`config.mk`:
```
export PLATFORM = sky130hd
export DESIGN_NAME = gregorian_date_add_days_top_flat
export DESIGN_NICKNAME = d
export VERILOG_FILES = /design/src/design/gda_pkg.sv /design/src/design/gda_req_if.sv /design/src/design/gda_res_if.sv /design/src/design/gda_month_len.sv /design/src/design/gregorian_date_add_days_top.sv /design/src/flat_wrapper.sv
export SDC_FILE = /design/constraint.sdc
export NUM_CORES = 1
export LEC_CHECK = 0
export ABC_AREA = 1
export BUFFER_PORTS_ARGS = -buffer_cell sky130_fd_sc_hd__buf_2
export CORE_UTILIZATION = 64
export DETAILED_ROUTE_END_ITERATION = 10
export MAX_ROUTING_LAYER = met4
export PLACE_DENSITY_LB_ADDON = 0.2
export SLEW_MARGIN = 0
export SYNTH_ARGS = -nofsm -noshare
export SYNTH_HDL_FRONTEND = slang
export SYNTH_HIERARCHICAL = 1
export SYNTH_SLANG_ARGS = --single-unit
export TNS_END_PERCENT = 20
```
`constraint.sdc`:
```
create_clock -name clk -period 11.1 [get_ports clk]
set_input_delay 0.555 -clock clk [delete_from_list [all_inputs] [get_ports clk]]
set_output_delay 0.555 -clock clk [all_outputs]
set_load 0.1 [all_outputs]
```
`src/design/gda_pkg.sv`:
```
// ----------------------------------------------------------------------------
// gda_pkg: shared definitions for the gregorian date adder
// Field widths, calendar constants and the month length lookup.
// ----------------------------------------------------------------------------
package gda_pkg;

  localparam int DAY_W   = 5;
  localparam int MONTH_W = 4;
  localparam int YEAR_W  = 14;
  localparam int COUNT_W = 15;
  // year position inside the 400 year leap cycle
  localparam int CYCLE_W = 9;

  typedef logic [DAY_W-1:0]   day_t;
  typedef logic [MONTH_W-1:0] month_t;
  typedef logic [YEAR_W-1:0]  year_t;
  typedef logic [COUNT_W-1:0] count_t;
  typedef logic [CYCLE_W-1:0] cycle_t;

  localparam year_t  YEAR_MAX     = 14'd9999;
  localparam year_t  LEAP_CYCLE   = 14'd400;
  localparam cycle_t CYCLE_LAST   = 9'd399;
  localparam cycle_t CENTURY_1    = 9'd100;
  localparam cycle_t CENTURY_2    = 9'd200;
  localparam cycle_t CENTURY_3    = 9'd300;
  localparam month_t MONTH_JAN    = 4'd1;
  localparam month_t MONTH_FEB    = 4'd2;
  localparam month_t MONTH_DEC    = 4'd12;
  localparam day_t   DAY_FIRST    = 5'd1;
  localparam day_t   DAY_LAST_DEC = 5'd31;
  localparam day_t   FEB_LEAP_LEN = 5'd29;

  // days per month, January first, February in a common year
  localparam day_t MONTH_LEN [12] = '{
    5'd31, 5'd28, 5'd31, 5'd30, 5'd31, 5'd30,
    5'd31, 5'd31, 5'd30, 5'd31, 5'd30, 5'd31
  };

  // length of a month, zero for a month code outside january..december
  function automatic day_t month_length(input month_t month, input logic leap);
    day_t len;
    len = '0;
    if (month >= MONTH_JAN && month <= MONTH_DEC) begin
      len = MONTH_LEN[month - MONTH_JAN];
      if (month == MONTH_FEB && leap) begin
        len = FEB_LEAP_LEN;
      end
    end
    return len;
  endfunction

endpackage

```
`src/design/gda_req_if.sv`:
```
// ----------------------------------------------------------------------------
// gda_req_if: request channel of the date adder
// Start date and day count with a valid/ready handshake.
// ----------------------------------------------------------------------------
interface gda_req_if;
  import gda_pkg::*;

  logic   valid;
  logic   ready;
  day_t   start_day;
  month_t start_month;
  year_t  start_year;
  count_t days_to_add;

  modport source (output valid, start_day, start_month, start_year, days_to_add,
                  input ready);
  modport sink   (input valid, start_day, start_month, start_year, days_to_add,
                  output ready);
endinterface

```
`src/design/gda_res_if.sv`:
```
// ----------------------------------------------------------------------------
// gda_res_if: result channel of the date adder
// Resulting date and status flags with a valid/ready handshake.
// ----------------------------------------------------------------------------
interface gda_res_if;
  import gda_pkg::*;

  logic   valid;
  logic   ready;
  day_t   result_day;
  month_t result_month;
  year_t  result_year;
  logic   bad_start;
  logic   year_overflow;

  modport source (output valid, result_day, result_month, result_year, bad_start,
                  year_overflow, input ready);
  modport sink   (input valid, result_day, result_month, result_year, bad_start,
                  year_overflow, output ready);
endinterface

```
`src/design/gda_month_len.sv`:
```
// ----------------------------------------------------------------------------
// gda_month_len: month length lookup
// Gives the days in a month from the month code and the year position
// inside the 400 year cycle, with the 400/100/4 leap rule.
// ----------------------------------------------------------------------------
module gda_month_len (
  input  gda_pkg::month_t month,
  input  gda_pkg::cycle_t year_pos,
  output gda_pkg::day_t   len
);
  import gda_pkg::*;

  logic leap;

  // divisible by 4, not a plain century; position zero is the 400th year
  assign leap = (year_pos[1:0] == 2'b00) && (year_pos != CENTURY_1) &&
                (year_pos != CENTURY_2) && (year_pos != CENTURY_3);

  assign len = month_length(month, leap);

endmodule

```
`src/design/gregorian_date_add_days_top.sv`:
```
// ----------------------------------------------------------------------------
// gregorian_date_add_days_top: gregorian date plus a day count
// Walks the calendar one month per cycle on a single shared subtractor.
// ----------------------------------------------------------------------------
// One request is taken at a time; ready is low while it is worked on. A
// request first reduces the start year into the 400 year leap cycle (one
// subtract of 400 per cycle), then checks the start date and, if it is
// valid, walks the calendar month by month into the final partial month.
// The month walk on the shared subtractor takes the most time for a large
// day count. A finished result waits in the output register while the next
// request is accepted; an invalid start date is echoed with bad_start set,
// and a walk past year 9999 stops at 31/12/9999 with year_overflow set.
module gregorian_date_add_days_top (
  input logic clk,
  input logic rst,
  gda_req_if.sink   request,
  gda_res_if.source result
);
  import gda_pkg::*;

  localparam logic [2:0] ST_IDLE  = 3'd0;
  localparam logic [2:0] ST_MOD   = 3'd1;
  localparam logic [2:0] ST_CHECK = 3'd2;
  localparam logic [2:0] ST_WALK  = 3'd3;
  localparam logic [2:0] ST_DONE  = 3'd4;

  logic [2:0] state;
  day_t       d;
  month_t     m;
  year_t      y;
  year_t      ypos;
  count_t     rem;
  logic       bad;
  logic       ovf;
  logic       res_valid;

  day_t       mlen;
  day_t       step_len;
  count_t     sub_a;
  count_t     sub_b;
  logic [COUNT_W:0] sub_diff;
  logic       sub_borrow;
  logic       start_bad;
  logic       res_load;

  // month length for the current walk position
  gda_month_len u_month_len (
    .month    (m),
    .year_pos (ypos[CYCLE_W-1:0]),
    .len      (mlen)
  );

  // days from the current day through the end of the month
  assign step_len = mlen - d + DAY_FIRST;

  // shared subtractor: year reduction or month step
  always_comb begin
    if (state == ST_MOD) begin
      sub_a = COUNT_W'(ypos);
      sub_b = COUNT_W'(LEAP_CYCLE);
    end else begin
      sub_a = rem;
      sub_b = COUNT_W'(step_len);
    end
  end
  assign sub_diff   = {1'b0, sub_a} - {1'b0, sub_b};
  assign sub_borrow = sub_diff[COUNT_W];

  // start date check
  assign start_bad = (m < MONTH_JAN) || (m > MONTH_DEC) || (y == '0) ||
                     (y > YEAR_MAX) || (d == '0) || (d > mlen);

  assign res_load      = (state == ST_DONE) && (!res_valid || result.ready);
  assign request.ready = (state == ST_IDLE);

  // sequencer
  always_ff @(posedge clk) begin
    if (rst) begin
      state <= ST_IDLE;
    end else begin
      unique case (state)
        ST_IDLE: begin
          if (request.valid) begin
            d     <= request.start_day;
            m     <= request.start_month;
            y     <= request.start_year;
            ypos  <= request.start_year;
            rem   <= request.days_to_add;
            bad   <= 1'b0;
            ovf   <= 1'b0;
            state <= ST_MOD;
          end
        end
        ST_MOD: begin
          if (!sub_borrow) begin
            ypos <= sub_diff[YEAR_W-1:0];
          end else begin
            state <= ST_CHECK;
          end
        end
        ST_CHECK: begin
          bad   <= start_bad;
          state <= start_bad ? ST_DONE : ST_WALK;
        end
        ST_WALK: begin
          priority if (rem == '0) begin
            state <= ST_DONE;
          end else if (!sub_borrow) begin
            // count reaches past this month: go to the first of the next
            rem <= sub_diff[COUNT_W-1:0];
            d   <= DAY_FIRST;
            if (m == MONTH_DEC) begin
              if (y == YEAR_MAX) begin
                d     <= DAY_LAST_DEC;
                ovf   <= 1'b1;
                state <= ST_DONE;
              end else begin
                m    <= MONTH_JAN;
                y    <= y + 1'b1;
                ypos <= (ypos[CYCLE_W-1:0] == CYCLE_LAST) ? '0 : ypos + 1'b1;
              end
            end else begin
              m <= m + 1'b1;
            end
          end else begin
            // rest of the count fits inside this month
            d     <= d + rem[DAY_W-1:0];
            rem   <= '0;
            state <= ST_DONE;
          end
        end
        ST_DONE: begin
          if (res_load) begin
            state <= ST_IDLE;
          end
        end
        default: begin
          state <= ST_IDLE;
        end
      endcase
    end
  end

  // output register
  always_ff @(posedge clk) begin
    if (rst) begin
      res_valid <= 1'b0;
    end else if (res_load) begin
      res_valid <= 1'b1;
    end else if (result.ready) begin
      res_valid <= 1'b0;
    end
  end

  always_ff @(posedge clk) begin
    if (res_load) begin
      result.result_day    <= d;
      result.result_month  <= m;
      result.result_year   <= y;
      result.bad_start     <= bad;
      result.year_overflow <= ovf;
    end
  end

  assign result.valid = res_valid;

`ifndef ASSERT_OFF
  // an accepted request starts the year reduction
  a_start: assert property (@(posedge clk) disable iff (rst)
    request.valid && request.ready |=> state == ST_MOD)
    else $error("accepted request did not start the sequencer");

  // the two flags never come together
  a_flags: assert property (@(posedge clk) disable iff (rst)
    result.valid |-> !(result.bad_start && result.year_overflow))
    else $error("bad_start and year_overflow both set");

  // the walk only ever sits on a valid month and day
  a_walk: assert property (@(posedge clk) disable iff (rst)
    state == ST_WALK |-> (m >= MONTH_JAN) && (m <= MONTH_DEC) && (d != '0) &&
                         (d <= mlen) && (y <= YEAR_MAX) && (ypos < LEAP_CYCLE))
    else $error("walk position out of range");

  // a result is only loaded from the done state
  a_load: assert property (@(posedge clk) disable iff (rst)
    $rose(res_valid) |-> $past(state) == ST_DONE)
    else $error("result loaded outside the done state");
`endif

endmodule
```
`src/flat_wrapper.sv`:
```
// flat-port wrapper written by rule: the top's interface ports become plain ports
module gregorian_date_add_days_top_flat import gda_pkg::*;
  (clk, rst, request_valid, request_start_day, request_start_month, request_start_year, request_days_to_add, request_ready, result_valid, result_result_day, result_result_month, result_result_year, result_bad_start, result_year_overflow, result_ready);
  gda_req_if request_i ();
  gda_res_if result_i ();
  input logic clk;
  input logic rst;
  input wire logic [$bits(request_i.valid)-1:0] request_valid;
  input wire logic [$bits(request_i.start_day)-1:0] request_start_day;
  input wire logic [$bits(request_i.start_month)-1:0] request_start_month;
  input wire logic [$bits(request_i.start_year)-1:0] request_start_year;
  input wire logic [$bits(request_i.days_to_add)-1:0] request_days_to_add;
  output wire logic [$bits(request_i.ready)-1:0] request_ready;
  output wire logic [$bits(result_i.valid)-1:0] result_valid;
  output wire logic [$bits(result_i.result_day)-1:0] result_result_day;
  output wire logic [$bits(result_i.result_month)-1:0] result_result_month;
  output wire logic [$bits(result_i.result_year)-1:0] result_result_year;
  output wire logic [$bits(result_i.bad_start)-1:0] result_bad_start;
  output wire logic [$bits(result_i.year_overflow)-1:0] result_year_overflow;
  input wire logic [$bits(result_i.ready)-1:0] result_ready;
  assign request_i.valid = request_valid;
  assign request_i.start_day = request_start_day;
  assign request_i.start_month = request_start_month;
  assign request_i.start_year = request_start_year;
  assign request_i.days_to_add = request_days_to_add;
  assign request_ready = request_i.ready;
  assign result_valid = result_i.valid;
  assign result_result_day = result_i.result_day;
  assign result_result_month = result_i.result_month;
  assign result_result_year = result_i.result_year;
  assign result_bad_start = result_i.bad_start;
  assign result_year_overflow = result_i.year_overflow;
  assign result_i.ready = result_ready;
  gregorian_date_add_days_top u_core (.clk(clk), .rst(rst), .request(request_i), .result(result_i));
endmodule
```
Yosys cells after proc, flatten, opt, wreduce, memory -nomap -nowiden. Memory sizes are Yosys's and may differ from the RTL's. Index checks and enable logic that the tools add are counted.

Bitwise logic cells: 2. Multiplexer cells: 53. Eq/ne operators: 23. Add/subtract/negate cells: 8. Reduce and logical (&&, ||, !) cells: 29. Magnitude comparators: 7.

Operators by type and width (number): $mux 14 (11); $mux 15 (4); $mux 5 (9); $pmux 14 s3 (1); $pmux 15 s2 (1); $add 14x1->14 const B (2); $pmux 14 s2 (1); $mux 3 (8); $mux 4 (5); $sub 15x9->16 (1); $logic_not 15->1 (1); $pmux 3 s5 (1); $eq 14x14->1 const B (1); $gt 14x14->1 const B (1); $logic_not 14->1 (1); $reduce_and 7->1 (2); $ne 2x2->1 const B (5); $pmux 5 s2 (1); $eq 9x9->1 const B (1); $mux 9 (1); $ne 9x7->1 const B (1); $ne 9x8->1 const B (1); $ne 9x9->1 const B (1); $ne 2x1->1 const B (4); other kinds (36) (57).

Memories: 1. Register bits: 83. ROM bits: 80. Output and inout bits: 27.

Memory list: (name not given) (depth 16, width 5, read ports 1, clocked after Yosys merged registers in 0, write ports 0, line gda_pkg.sv:44) `len = MONTH_LEN[month - MONTH_JAN];`.

Depth between registers and ports, before layout. Gate-level depths: netlist of run 1.

Word-level depth: 14. Depth in mapped cells: 26. Gate-level depth less buffers: 26.

Modules after synthesis. The synthesis of run 1 kept the hierarchy.

Modules (own cells, without submodules): gregorian_date_add_days_top (cells each 663, area each 5342.6 um2, times used 1); gda_month_len (cells each 35, area each 176.4 um2, times used 1).

Worst setup path after synthesis of run 1. OpenSTA, ideal clock, no wires.

Path kind: reg2reg. Start point: register u_core.m[0]. End point: register u_core.y[0], enable pin. Clock period less this slack: 4409 ps. Cell stages (with the launch flop): 23. Path slack: 6691 ps. Data arrival time: 4025 ps. Data required time: 10716 ps. Cells stage by stage: edfxtp_1 > inv_1 > nand2_1 > o21ai_2 > inv_1 > buf_4 > ha_1 > ha_1 > a21o_1 > a31oi_1 > xor2_1 > nor2_1 > ha_1 > nand2_1 > nor3_1 > nor2_1 > nand2_1 > nand2_2 > nand3_4 > inv_2 > nand2_1 > nand2_1 > nor2_1.

Word-level cells in the longest chain between the ends: 13. Elaborated cells between the ends (all ways): 20.

RTL lines: start: declaration (line gregorian_date_add_days_top.sv:29) `month_t m;`; start signal: assignment (line gregorian_date_add_days_top.sv:85) `m <= request.start_month;`; start signal: assignment (line gregorian_date_add_days_top.sv:123) `m <= m + 1'b1;`; $sub 4x1->4 (line gda_pkg.sv:44); $not 4->5 (not written as such) (line gda_pkg.sv:44); $mem_v2 16x5; $mux 5 (not written as such) (2 in series) (line gda_pkg.sv:44); $mux 5 (line gda_pkg.sv:45) `if (month == MONTH_FEB && leap) begin`; $mux 5 (*) (line gda_pkg.sv:43) `if (month >= MONTH_JAN && month <= MONTH_DEC) begin`; net u_core.mlen[2] (line gregorian_date_add_days_top.sv:37) `day_t mlen;`; $sub 5x5->5 (*) (line gregorian_date_add_days_top.sv:54) `assign step_len = mlen - d + DAY_FIRST;`; $add 5x1->5 (*) (line gregorian_date_add_days_top.sv:54); $mux 9 (*) (line gregorian_date_add_days_top.sv:58) `if (state == ST_MOD) begin`; $sub 15x9->16 (*) (line gregorian_date_add_days_top.sv:66) `assign sub_diff = {1'b0, sub_a} - {1'b0, sub_b};`; $ne 2x2->1 (no line) (*); $reduce_and 7->1 (no line) (*); end signal: assignment (line gregorian_date_add_days_top.sv:86) `y <= request.start_year;`; end signal: assignment (line gregorian_date_add_days_top.sv:119) `y <= y + 1'b1;`; end: declaration (line gregorian_date_add_days_top.sv:30) `year_t y;`.

Mark *: on every way through the listed nets, which the timed path passes. The rest lies on a longest branch. The select of a mux whose other input is x is not followed. A chain may end at the register's enable or synchronous reset.

Worst setup path after layout of run 1.
Start point: register u_core.m[0]. End point: register u_core.y[11], enable pin.

The elaborated chain is that of the path after synthesis.

==> key figures, run 1 <==
Clocking
  • Hold Buf Count CTS: 0
  • Total CTS buffers: 9
  • Post-CTS sizing: 0
  • CTS tree: yes
  • Clk_lat worst skew: 0.36 ns
  • CTS max path bufs: 2
  • CTS HTree Levels: 3
  • Post-CTS Setup Bufs: 0
  • Worst-path clk slew: 0.10 ns
  • CTS Sinks: 83
  • Clk Tree Root Cell: clkbuf_8

Die
  • Io pins: between 60 and 70
  • Die height: 94.9 µm
  • CORE AREA: a little over 0.008 mm²
  • Initial Util: approximately 67%
  • Chip width: about 95 µm
  • Die area: about 0.0090 mm²
  • Row Count: 33

Run status
  • Outcome: finished, final reports clean

Layout
  • Final Non-Filler Cells: slightly below 900
  • Fraction of layout instances using a drive strength above 1: approximately 15%
  • Fin util: about three quarters
  • Nets: ~830
  • Syn-to-layout area delta: 10.9%
  • N_diodes: 0

Synthesis
  • #FFs+latches synth: 83
  • Ys flop type: edfxtp_1
  • EDFF count, synth: 79
  • Avg Cell Area, Syn: between 7 and 8 µm²
  • Mapped Cells: about 700
  • Syn nets: 768
  • Yosys warns: 6
  • Synth unique cells: 35
  • Post-synth ARST share: 0%
  • Mapped cell area: ~0.0055 mm²
  • Sequential area share after synthesis: approximately 44%

STA
  • Tmin final: between 5 and 6 ns
  • Fmax: slightly below 0.2 GHz
  • RSZ-0062 raised after global routing: no
  • Worst-margin pin slew: ~1.3 ns
  • Final setup viols: 0
  • Setup TNS: 0 ns
  • Final worst-path cycle share: 45.6%
  • Slew Limit Headroom: 16.2%
  • Clk_skew: ~0.012 ns
  • Max Slew Vio Count: 0
  • Final hold violation count: 0

Setup path
  • Critical R2R Launch: u_core/m[0]
  • Crit Path Max Fanout: 14
  • Critical Path End: u_core/y[11]
  • CP endpoint kind: flip-flop
  • Crit. Startpoint: u_core/m[0]
  • CP startpoint kind: flip-flop
  • Setup CP Type: flip-flop to flip-flop
  • Worst EP required: between 10 and 15 ns
  • R2r setup slk: a little over 6 ns
  • Cells on worst reg2reg path: 22
  • Worst path arrival time: ~5.0 ns
  • RR Endpoint: u_core/y[11]

Routing
  • Routed wire length: between 10 and 15 mm
  • DR vias: between 4000 and 5000
  • Wirelength per Cell: 15.4 µm
  • Number of detailed-route iterations in the first pass: 5
  • Routed Antenna Nets: 0
  • Vias per Instance: 5.60
  • Residual DRC: 0
  • DRT iter0 DRCs: between 300 and 400

Global routing
  • Global-route wire length before repair: 21.8 mm
  • Vias in the first global route: roughly 4600
  • Initial antenna violation count: 0
  • Total gr overflow: 0
  • Total track usage: between 30% and 40%
  • Maximum number of pins on one net before global-route repair: 46

Place
  • GP Congestion: ~0.95
  • Placed Cells: around 860
  • DP HPWL: slightly above 10 mm
  • IO Port Bufs: 68

Power and ir drop
  • Leak pwr: approximately 0.0029 µW
  • Sw Share: between 50 and 60%
  • Total power: between 1500 and 2000 µW
  • Comb pwr share: 56.1%
  • Pwr/cell area: around 290 mW/mm²
  • Internal: about 860 µW
  • Psw: 893 µW
  • Sequential power share: 31.8%
  • Power share of the clock group: roughly an eighth
  • IR drop worst, VDD: ~0.15 mV

Min path
  • Hold path startpoint: rst
  • Worst Hold Class: primary input to flip-flop

Flow run
  • Max-cap violations: 0
-- sequential cells by signal, summed over array words and instances (netlist names), 3 cells and up --
signal / count
u_core/result.result_day: 5
u_core/state: 3
u_core/result.result_month: 4
u_core/m: 4
u_core/ypos: 14
u_core/d: 5
u_core/rem: 15
u_core/result.result_year: 14
u_core/y: 14
-- logic make-up (layout without fill, tap and decap cells) --
kind of cell / after synthesis / count (layout) / share of synthesized area [%]
and+or+nand+nor: 372 / 372 / 29.0
buffers and inverters: 116 / 187 / 8.27
DFF: 83 / 83 / 44.4
AOI/OAI and AO/OA: 77 / 77 / 8.14
adders and majority gates: 28 / 28 / 6.62
xor gates and xnor gates: 22 / 22 / 3.49
-- cells in the mapped netlist (5+ instances only) --
cell type | number | area [µm²]
nand2_1 | 196 | 736
inv_1 | 96 | 360
edfxtp_1 | 79 | 2370
nor2_1 | 78 | 293
nand3_1 | 61 | 305
o21ai_0 | 38 | 190
ha_1 | 26 | 325
xor2_1 | 17 | 149
a21oi_1 | 11 | 55.1
clkbuf_1 | 9 | 33.8
nor3_1 | 9 | 45.0
o211ai_1 | 8 | 60.1
inv_2 | 5 | 18.8
nand3b_1 | 5 | 37.5
nor2_2 | 5 | 31.3
o21ai_1 | 5 | 25.0
xnor2_1 | 5 | 43.8
-- cell type report --
class                      count  area [µm²]
fill                         654        2180
inverter                     101         379
timing repair buffer          70         355
clock buffer                   9         124
clock inverter                 7        62.6
sequential                    83        2450
multi-input combinational    499        2620
tap                          105         131
-- per-stage QoR --
stage / area, µm² / hold slack [ns] / setup WS [ns]
floorplan: 5520 / 0.400 / 6.69
global placement: 5930 / 0.401 / 6.37
detailed placement: 5930 / 0.416 / 6.15
CTS: 6120 / 0.402 / 6.13
global route: 6120 / 0.403 / 5.56
finish: 6120 / 0.412 / 6.04
-- placed cells by master, fill, tap and decap left out, types with 4 or more instances in the layout --
cell type  synthesis  final
dfxtp_1            4      4
edfxtp_1          79     79
ha_1              26     26
xor2_1            17     17
inv_6              0      4
nand4_1            4      4
buf_2              2     68
nor2_2             5      5
inv_1             96     96
nand2_1          196    196
inv_2              5      5
o21ai_0           38     38
nor2_1            78     78
clkbuf_8           0      9
o21ai_2            4      4
o21ai_1            5      5
nand3_1           61     61
xnor2_1            5      5
o211ai_1           8      8
nand2_2            4      4
a21oi_1           11     11
nor3_1             9      9
nand3b_1           5      5
-- power by group through the flow --
stage | logic, µW | registers (µW) | clock network [µW]
floorplan | 705 | 586 | 0
global placement | 943 | 557 | 0
detailed placement | 969 | 562 | 0
CTS | 975 | 555 | 216
global route | 1100 | 569 | 229
finish | 983 | 557 | 212
-- per-layer routing --
metal / share of wire (%) / track usage [%] / vias up
met4: 3.8 / 18.2 / 0
met1: 41 / 40.9 / 2211
met5: 0 / - / -
met3: 6.9 / 4.35 / 41
li1: - / - / 2408
met2: 48 / 52.2 / 231
-- worst max-delay path, stage by stage (launching register included) --
cell	delay [ns]
edfxtp_1	0.52
inv_1	0.13
nand2_1	0.14
nand3_1	0.11
o21ai_2	0.11
inv_1	0.12
ha_1	0.31
ha_1	0.35
a21o_1	0.19
a31oi_1	0.17
xor2_1	0.17
nor2_1	0.06
ha_1	0.37
nand2_1	0.09
nor3_1	0.14
nor2_1	0.09
nand2_1	0.13
nand2_2	0.10
nand3_4	0.15
inv_2	0.05
nand2_1	0.10
nand2_1	0.10
nor2_1	0.96
-- how the worst min path moves through the flow --
stage,slack [ns],cells past startpoint,to
floorplan,0.40,0,u_core/result.bad_start
global placement,0.40,0,u_core/result.year_overflow
detailed placement,0.42,0,u_core/result.year_overflow
CTS,0.40,2,u_core/result.valid
global route,0.40,2,u_core/result.valid
finish,0.41,2,u_core/result.valid
Power figures use the tool's default switching activity.
==> run 2: changes to the inputs <==
Settings changed: CORE_UTILIZATION 64 to 59.
Clock period 11.1 ns to 5.1 ns, I/O delays scaled along.
==> run 2 against run 1 <==
  * Die area is 8.3% higher
  * Sequential power increased by 120%
  * Fmax is 8.0% higher
  * Via count is 0.25% higher
  * Worst setup slack got worse by 5.6 ns
  * First-iteration DRC count down 22%
  * Clock skew about the same
  * Total power rose by 120%
  * Largest cell class unchanged
  * Highest routed layer unchanged
==> key figures, run 2 (synthesized netlist as in run 1, its figures left out) <==
Min path
  • Hold path startpoint: rst
  • Worst Hold Class: primary input to flip-flop

Layout
  • N_diodes: 0 (unchanged)
  • Syn-to-layout area delta: 11.3%
  • Reg with most FFs: u_core/rem
  • Most frequent cells in the layout: nand2_1, inv_1, edfxtp_1, nor2_1, buf_2
  • Commonest non-fill, non-tap cell in the layout: nand2_1
  • Number of flip-flops in the largest register: 15 (unchanged)
  • Fraction of layout instances using a drive strength above 1: 15.3% (+0.35 points)
  • Nets: 836 (+0.24%)

STA
  • Final setup viols: 0 (unchanged)
  • Final hold violation count: 0 (unchanged)
  • Setup TNS: 0 ns (unchanged)
  • Slew Limit Headroom: 28.2% (+12 points)
  • Min setup slack post-route: 0.416 ns (-5.62 ns)
  • Final worst-path cycle share: 91.8% (+46 points)
  • Tmin final: 4.68 ns (-0.376 ns)
  • Clk_skew: 0.0114 ns (-0.000448 ns)
  • RSZ-0062 raised after global routing: no
  • Worst-margin pin slew: 1.07 ns (-0.180 ns)
  • Fmax: 0.214 GHz (+8.0%)
  • Max Slew Vio Count: 0 (unchanged)

Global routing
  • Maximum number of pins on one net before global-route repair: 37 (-20%)
  • Total track usage: 30.3% (-2.7 points)
  • Initial antenna violation count: 0 (unchanged)
  • Vias in the first global route: 4730 (+1.7%)
  • Global-route wire length before repair: 22.1 mm (+1.7%)
  • Total gr overflow: 0 (unchanged)

Die
  • CORE AREA: 0.00889 mm² (+7.1%)
  • Die height: 98.7 µm (+4.1%)
  • Row Count: 34 (+3.0%)
  • Io pins: 69 (unchanged)
  • Initial Util: 62.1% (-4.4 points)
  • Die area: 0.00974 mm² (+8.3%)
  • Chip width: 98.7 µm (+4.1%)

Setup path
  • Setup CP Type: flip-flop to flip-flop
  • Crit Path Max Fanout: 14 (unchanged)
  • CP startpoint kind: flip-flop
  • Worst EP required: 5.08 ns (-5.99 ns)
  • Worst path arrival time: 4.66 ns (-0.37 ns)
  • CP endpoint kind: flip-flop
  • Critical R2R Launch: u_core/m[1]
  • Crit. Startpoint: u_core/m[1]
  • R2r setup slk: 0.42 ns (-5.62 ns)

Power and ir drop
  • Power share of the clock group: 12.0% (about the same)
  • Sw Share: 51.2% (+0.24 points)
  • IR drop worst, VDD: 0.296 mV (+96%)
  • Leak pwr: 0.00287 µW (+0.18%)
  • Internal: 1880 µW (+120%)
  • Total power: 3840 µW (+120%)
  • Sequential power share: 31.3% (-0.5 points)
  • Comb pwr share: 56.7% (+0.6 points)
  • Psw: 1970 µW (+120%)
  • Pwr/cell area: 626 mW/mm² (+120%)

Clocking
  • CTS HTree Levels: 3 (unchanged)
  • Clk Tree Root Cell: clkbuf_8
  • CTS Sinks: 83 (unchanged)
  • Hold Buf Count CTS: 0 (unchanged)
  • Worst-path clk slew: 0.10 ns (about the same)
  • Total CTS buffers: 9 (unchanged)
  • Clk_lat worst skew: 0.35 ns (about the same)
  • CTS max path bufs: 2 (unchanged)
  • CTS tree: yes

Routing
  • DRT iter0 DRCs: 283 (-22%)
  • Routed wire length: 13.6 mm (+1.1%)
  • DR vias: 4903 (+0.25%)
  • Vias per Instance: 5.58 (-0.32%)
  • Routed Antenna Nets: 0 (unchanged)
  • Wirelength per Cell: 15.5 µm (+0.52%)
  • Residual DRC: 0 (unchanged)
  • Number of detailed-route iterations in the first pass: 5 (unchanged)

Place
  • IO Port Bufs: 68 (unchanged)
  • Setup WS pre-CTS: 0.137 ns (-6.01 ns)
  • DP HPWL: 10.2 mm (-1.1%)
  • GP Congestion: 0.936 (-1.9%)

Run status
  • Outcome: finished, final reports clean

Flow run
  • Max-cap violations: 0 (unchanged)
## run 2: routing by layer
layer	GRT usage [%]	vias to the layer above	wire, µm
li1	-	2412	-
met1	37.7	2267	5870
met2	50.3	190	6610
met3	4.33	34	741
met4	11.7	0	391
met5	-	-	0
## run 2: area by class of cell
class / count / area [µm²]
clock buffer: 10 / 128
clock inverter: 6 / 57.6
fill: 783 / 2750
inverter: 101 / 379
multi-input combinational: 499 / 2620
sequential: 83 / 2450
tap: 108 / 135
timing repair buffer: 72 / 370
## run 2: timing repair
item / 4_1_cts / 5_1_grt
setup endpoints to repair: 0 / 28
resized for setup: 0 / 2
buffers inserted: 0 / 0
hold endpoints to repair: 0 / 0
## run 2: critical path, cell delays in order (launching register included)
cell and delay, ns:
edfxtp_1 0.48, inv_1 0.15, nand2_1 0.10, o21ai_2 0.21, inv_1 0.14, ha_1 0.32, ha_1 0.35, a21o_1 0.19
a31oi_1 0.17, xor2_1 0.18, nor2_1 0.07, ha_1 0.38, nand2_1 0.09, nor3_1 0.13, nor2_1 0.10, nand2_1 0.14
nand2_2 0.10, nand3_4 0.15, inv_2 0.04, nand2_1 0.10, nand2_1 0.11, nor2_2 0.63
## run 2: worst paths after layout
kind	to	cells after the start
setup / recovery	u_core/y[13]	21
hold / removal	u_core/result.valid	2
setup reg to reg	u_core/y[13]	21
hold reg to reg	u_core/result.year_overflow	0
## run 2: per-stage QoR
| step | std cells | instance area (µm²) | util, % | hold slack (ns) |
|---|---|---|---|---|
| after global placement | 863 | 5950 | 67.0 | 0.404 |
| after global routing | 879 | 6140 | 69.1 | 0.106 |
| after detailed placement | 863 | 5950 | 67.0 | 0.405 |
| after CTS | 879 | 6140 | 69.0 | 0.102 |
| after floorplan | 698 | 5520 | - | 0.324 |
| final | 879 | 6140 | 69.1 | 0.117 |
## run 2: power groups by stage
stage	sequential [µW]	combinational [µW]	clock, µW
2_1_floorplan	1280	1530	0
3_3_place_gp	1210	2080	0
3_5_place_dp	1220	2130	0
4_1_cts	1200	2150	469
5_1_grt	1230	2420	496
6_report	1200	2180	460
